--- src/tdpt_pkg.sv ---
// ----------------------------------------------------------------------------
// Trial-division prime test package
// Widths and the interface between the sequencer and the serial divider.
// ----------------------------------------------------------------------------
package tdpt_pkg;

    localparam int VALUE_WIDTH = 16;
    localparam int FIELD_W     = 16;
    localparam int SQ_W        = VALUE_WIDTH + 1;
    localparam int CNT_W       = $clog2(VALUE_WIDTH + 1);
    localparam int IN_TDATA_W  = 16;
    localparam int OUT_TDATA_W = 24;

    typedef logic [VALUE_WIDTH-1:0] value_t;

    typedef struct packed {
        logic   start;
        value_t dividend;
        value_t divisor;
    } div_req_t;

    typedef struct packed {
        logic done;
        logic rem_zero;
    } div_resp_t;

endpackage

--- src/tdpt_divider.sv ---
// ----------------------------------------------------------------------------
// Serial remainder unit
// Restoring divider that takes one dividend bit per cycle and reports
// whether the remainder is zero.
// ----------------------------------------------------------------------------
module tdpt_divider
    import tdpt_pkg::*;
(
    input  logic      clk,
    input  logic      rst_n,
    input  div_req_t  req,
    output div_resp_t resp
);

    logic             busy_reg;
    logic             busy_next;
    logic             done_reg;
    logic             done_next;
    logic [CNT_W-1:0] cnt_reg;
    logic [CNT_W-1:0] cnt_next;
    value_t           rem_reg;
    value_t           rem_next;
    value_t           quo_reg;
    value_t           quo_next;
    value_t           dsr_reg;
    value_t           dsr_next;
    logic [VALUE_WIDTH:0] trial;

    always_comb
    begin
        busy_next = busy_reg;
        done_next = 1'b0;
        cnt_next  = cnt_reg;
        rem_next  = rem_reg;
        quo_next  = quo_reg;
        dsr_next  = dsr_reg;
        trial     = {rem_reg, quo_reg[VALUE_WIDTH-1]};
        if (req.start)
        begin
            busy_next = 1'b1;
            cnt_next  = CNT_W'(VALUE_WIDTH);
            rem_next  = '0;
            quo_next  = req.dividend;
            dsr_next  = req.divisor;
        end
        else if (busy_reg)
        begin
            quo_next = {quo_reg[VALUE_WIDTH-2:0], 1'b0};
            if (trial >= {1'b0, dsr_reg})
            begin
                rem_next = VALUE_WIDTH'(trial - {1'b0, dsr_reg});
            end
            else
            begin
                rem_next = trial[VALUE_WIDTH-1:0];
            end
            cnt_next = cnt_reg - CNT_W'(1);
            if (cnt_reg == CNT_W'(1))
            begin
                busy_next = 1'b0;
                done_next = 1'b1;
            end
        end
    end

    always_ff @(posedge clk or negedge rst_n)
    begin
        if (!rst_n)
        begin
            busy_reg <= 1'b0;
            done_reg <= 1'b0;
            cnt_reg  <= '0;
        end
        else
        begin
            busy_reg <= busy_next;
            done_reg <= done_next;
            cnt_reg  <= cnt_next;
        end
    end

    always_ff @(posedge clk)
    begin
        rem_reg <= rem_next;
        quo_reg <= quo_next;
        dsr_reg <= dsr_next;
    end

    assign resp.done     = done_reg;
    assign resp.rem_zero = (rem_reg == '0);

endmodule

--- config.mk ---
export PLATFORM = sky130hd
export DESIGN_NAME = tdpt_divider
export DESIGN_NICKNAME = d
export VERILOG_FILES = /design/src/tdpt_pkg.sv /design/src/tdpt_divider.sv
export SDC_FILE = /design/constraint.sdc
export NUM_CORES = 1
export LEC_CHECK = 0
export BUFFER_PORTS_ARGS = -buffer_cell sky130_fd_sc_hd__buf_2
export CAP_MARGIN = 20
export CORE_MARGIN = 2
export CORE_UTILIZATION = 40
export DETAILED_ROUTE_END_ITERATION = 12
export SYNTH_ARGS = -nofsm -noshare
export SYNTH_HDL_FRONTEND = slang
export SYNTH_SLANG_ARGS = --single-unit
--- constraint.sdc ---
create_clock -name clk -period 5.25 [get_ports clk]
set_clock_uncertainty 0.2 [all_clocks]
set_input_delay 0 -clock clk [delete_from_list [all_inputs] [get_ports clk]]
set_output_delay 0 -clock clk [all_outputs]
set_load 0.05 [all_outputs]
* Word level (Yosys, flattened, before mapping)
Cells that the tools add are included.
** Storage, ports and cells
- Output and inout port bits :: 2
- Flip-flop bits (word level) :: 55
- Input port bits :: 35
- Logic and storage cells :: 23
** Cells by class
- $add $sub $neg :: 2
- Reductions and logical operators :: 2
- Equal/unequal tests :: 1
- Order comparisons :: 1
- Mux-type cells :: 11
** Operator list (count)
- 16-bit two-way mux :: 3
- 17-bit by 16-bit greater-or-equal comparator with 1-bit output :: 1
- 16-bit logical NOT :: 1
- 16-bit subtractor :: 1
- 5-bit two-way mux :: 2
- 1-bit two-way mux :: 6
- 5-bit by 1-bit == test with 1-bit output (second input constant) :: 1
- 5-bit by 1-bit subtractor with 5-bit output (second input constant) :: 1
- 2-bit nonzero test :: 1

* Logic depth before layout (Yosys ltp)
- Depth after elaboration :: 4
- Depth in mapped cells :: 10
- Gate-level depth less buffers :: 10

* Least setup slack after synthesis
Ideal clock, no wire load.
- Path type :: register to register
- From :: register quo_reg[15]
- To :: register rem_reg[14]
- Data required time :: 4.934 ns
- Slack :: 2.825 ns
- Buffers on the path :: 0
- Library setup time :: 0.116 ns
- Stages on the path, launching flop included :: 11
- Data arrival time :: 2.109 ns
- Period minus slack after synthesis :: 2.425 ns
- Cells stage by stage :: edfxtp_1 -> inv_1 -> ha_1 -> inv_1 -> fa_1 -> a21o_1 -> a221oi_2 -> o221ai_1 -> a21oi_1 -> xnor2_1 -> a31o_2
** Between the ends
- Longest elaborated chain between the ends :: 2
- Elaborated cells on any way between the ends :: 3
- Classes of those cells :: add/sub: 1; order compare: 1; mux: 1
** RTL lines
- start, declared :: line tdpt_divider.sv:23 : value_t quo_reg;
- start signal, assigned :: line tdpt_divider.sv:85 : quo_reg <= quo_next;
- 16-bit subtractor or 17-bit by 16-bit greater-or-equal comparator with 1-bit output (tied branches) :: line tdpt_divider.sv:51, tdpt_divider.sv:49
- 16-bit two-way mux * :: line tdpt_divider.sv:49 : if (trial >= {1'b0, dsr_reg})
- end signal, assigned :: line tdpt_divider.sv:84 : rem_reg <= rem_next;
- end, declared :: line tdpt_divider.sv:21 : value_t rem_reg;
Mark *: on every way between the ends. The rest lies on a longest branch, timed or not.
A chain may end at the register's enable or synchronous reset.

* Worst setup path in the final report
Same ends and word-level chain as after synthesis.

==> impl_metrics.sql <==
INSERT INTO impl_metrics (metric_group, metric, value, unit) VALUES
('final_layout', 'area_growth', '20.4', '%'),
('logic_synthesis', 'synth.yosys.warnings', '0', ''),
('sta', 'max_transition_margin', '28.5', '%'),
('logic_synthesis', 'synth.top_cell.area_share', '29.4', '%'),
('routing', 'detailedRoute.firstPassIterationCount', '4', ''),
('sta', 'setup-tns-final', '0', 'ps'),
('floorplan', 'die-height', '94.3', 'um'),
('logic_synthesis', 'netlist-cell-type-count', '61', ''),
('final_layout', 'antenna_cells_inserted', '0', ''),
('critical_path', 'critical_path_required', '5270', 'ps'),
('global_routing', 'number_of_antenna_violations_at_the_first_check_in_global_routing', '0', ''),
('logic_synthesis', 'postSynthCellCount', '320', ''),
('final_layout', 'num-nets-final', '436', ''),
('global_routing', 'overflow', '0', ''),
('final_layout', 'finish.instance_area', '3930', 'um^2'),
('logic_synthesis', 'synth_seq_cells', '55', ''),
('sta', 'tcrit_tclk_final', '55.2', '%'),
('logic_synthesis', 'synth_largest_area_cell', 'edfxtp_1', ''),
('pwr', 'static-leakage-power', '1.62', 'nW'),
('global_routing', 'wire_length_of_the_first_global_routing_pass', '12400', 'um'),
('logic_synthesis', 'syn_avg_cell_area', '10.2', 'um^2'),
('routing', 'routed_wirelength', '7520', 'um'),
('placement', 'numPlacedInstances', '443', ''),
('sta', 'fmaxAchievable', '345', 'MHz'),
('clock_tree', 'hold_buffers', '34', ''),
('clock_tree', 'cts_made_buffers', '5', ''),
('routing', 'detail_route.wl_per_cell', '15.5', 'um'),
('pwr', 'power.ir.vdd_worst', '182', 'uV'),
('clock_tree', 'postCtsSetupRepairBufs', '0', ''),
('logic_synthesis', 'synth_flop_cell', 'edfxtp_1', ''),
('floorplan', 'num_io_pins', '37', ''),
('sta', 'post-route-min-period', '2900', 'ps'),
('clock_tree', 'cts_sink_cnt', '55', ''),
('sta', 'slew_violations', '0', ''),
('routing', 'dr_total_vias', '2658', ''),
('placement', 'gp_routability_congestion', '0.867', ''),
('clock_tree', 'cts.root.buffer_cell', 'clkbuf_8', ''),
('final_layout', 'layout_commonest_cell', 'buf_2', ''),
('critical_path', 'reg2reg_depth', '10', ''),
('floorplan', 'fp-row-count', '32', ''),
('final_layout', 'final_layout_size_suffix_gt1_share', '17.5', '%'),
('routing', 'viasPerCell', '5.48', ''),
('routing', 'drt_first_iter_violations', '129', ''),
('critical_path', 'endpoint_kind', 'register', ''),
('sta', 'finalHoldViolCount', '0', ''),
('hold_path', 'hp-class', 'in -> reg', ''),
('floorplan', 'fp.dieW', '94.3', 'um'),
('logic_synthesis', 'postSynthNetCount', '374', ''),
('logic_synthesis', 'netlist_top_cells_area', 'edfxtp_1 29%, dfxtp_1 9.8%, ha_1 6.9%', ''),
('logic_synthesis', 'yosysSeqAreaShare', '44.6', '%'),
('final_layout', 'final_cells', '485', ''),
('critical_path', 'worst_setup_path_start_kind', 'register', ''),
('floorplan', 'start_util', '41.8', '%'),
('critical_path', 'critical_path_peak_fanout', '3', ''),
('floorplan', 'die_area', '8900', 'um^2'),
('hold_path', 'hold-path-cell-count', '3', ''),
('sta', 'final-setup-viol-count', '0', ''),
('clock_tree', 'cts_htree_levels', '2', ''),
('pwr', 'finalPower', '1.74', 'mW'),
('placement', 'io_buffers', '36', ''),
('sta', 'worstMarginPinSlew', '1070', 'ps'),
('pwr', 'areal_power_density_over_the_cells', '442', 'nW/um^2'),
('status', 'run_status', 'finished, final reports clean', ''),
('sta', 'final_critical_path_setup_slack', '2350', 'ps'),
('sta', 'grt_setup_unrepaired', 'false', ''),
('global_routing', 'maximum_number_of_pins_on_one_net_before_global_route_repair', '56', ''),
('global_routing', 'grt_pass1_vias', '2552', ''),
('global_routing', 'global_route.usage.total', '17.8', '%'),
('routing', 'postRouteAntennaNets', '0', ''),
('final_layout', 'most-common-layout-cells', '36 x buf_2, 34 x dlygate4sd3_1, 32 x edfxtp_1', ''),
('logic_synthesis', 'synth_edf_count', '32', '');
## per-stage QoR
| stage | hold WS (ps) | utilization (%) |
|---|---|---|
| finish | 109 | 50.3 |
| global route | 135 | 50.3 |
| CTS | 114 | 50.3 |
| detailed placement | -356 | 44.8 |
| global placement | -356 | 44.8 |
| floorplan | -496 | - |
## final timing paths
| path | start | endpoint | slack, ps |
|---|---|---|---|
| min in group asynchronous | rst_n | cnt_reg[4]$_DFFE_PN0P_ | 410 |
| max in group asynchronous | rst_n | cnt_reg[1]$_DFFE_PN0P_ | 4200 |
| worst min register to register | rem_reg[1]$_SDFFE_PP0P_ | rem_reg[1]$_SDFFE_PP0P_ | 340 |
| worst max-delay path | quo_reg[15]$_DFFE_PP_ | rem_reg[14]$_SDFFE_PP0P_ | 2350 |
| worst max register to register | quo_reg[15]$_DFFE_PP_ | rem_reg[14]$_SDFFE_PP0P_ | 2350 |
| worst min-delay path | req[32] | cnt_reg[3]$_DFFE_PN0P_ | 110 |
## routing by layer
metal	up-vias	track usage [%]	part of all wire [%]
met1	1253	24.7	48
li1	1339	-	-
met2	57	29.0	47
met5	-	0	0
met4	0	4.23	1.3
met3	9	3.29	4.0
## cells by family after synthesis
logic type      share of synthesized area (%)
compound gates                           20.8
xor+xnor                                 2.95
fa+ha+maj                                7.52
buf+inv                                  4.95
flops                                    44.6
mux                                      5.79
simple gates                             13.4
## power by group
group / total [mW] / internal, mW / leakage, nW / switching [mW]
Sequential: 0.650 / 0.555 / 0.543 / 0.0953
Combinational: 0.837 / 0.360 / 1.03 / 0.477
Clock: 0.249 / 0.0970 / 0.0477 / 0.152
Total: 1.74 / 1.01 / 1.62 / 0.724
## cells in the mapped netlist (all sizes together) (3+ instances only)
master and instances:
dfrtp 7, inv 21, nor4 4, or3 3, mux2 15, nand2b 5, ha 18, nand2 11
nand4 5, nor2 31, nor2b 3, a32oi 3, dfxtp 16, a21o 10, a211oi 4, buf 7
o21ai 21, a311oi 10, xor2 3, a41oi 3, nand3 11, edfxtp 32, a21oi 19, and3 4
xnor2 8, clkbuf 9, o211ai 4
## final cells by class
type / instances / area [um^2]
Clock buffer: 5 / 68.8
Fill cell: 728 / 3880
Sequential cell: 55 / 1460
Tap cell: 102 / 128
Clock inverter: 3 / 23.8
Inverter: 21 / 78.8
Timing Repair Buffer: 71 / 528
Multi-Input combinational cell: 228 / 1650
## critical path, cell delays in order, from the launching register on
cell and delay (ps):
edfxtp_1 380, inv_1 100, ha_1 190, inv_1 70, fa_1 420, a21o_1 210
a221oi_2 430, o221ai_1 220, a21oi_1 230, xnor2_1 110, a31o_2 250
(Power assumes the default switching activity.)
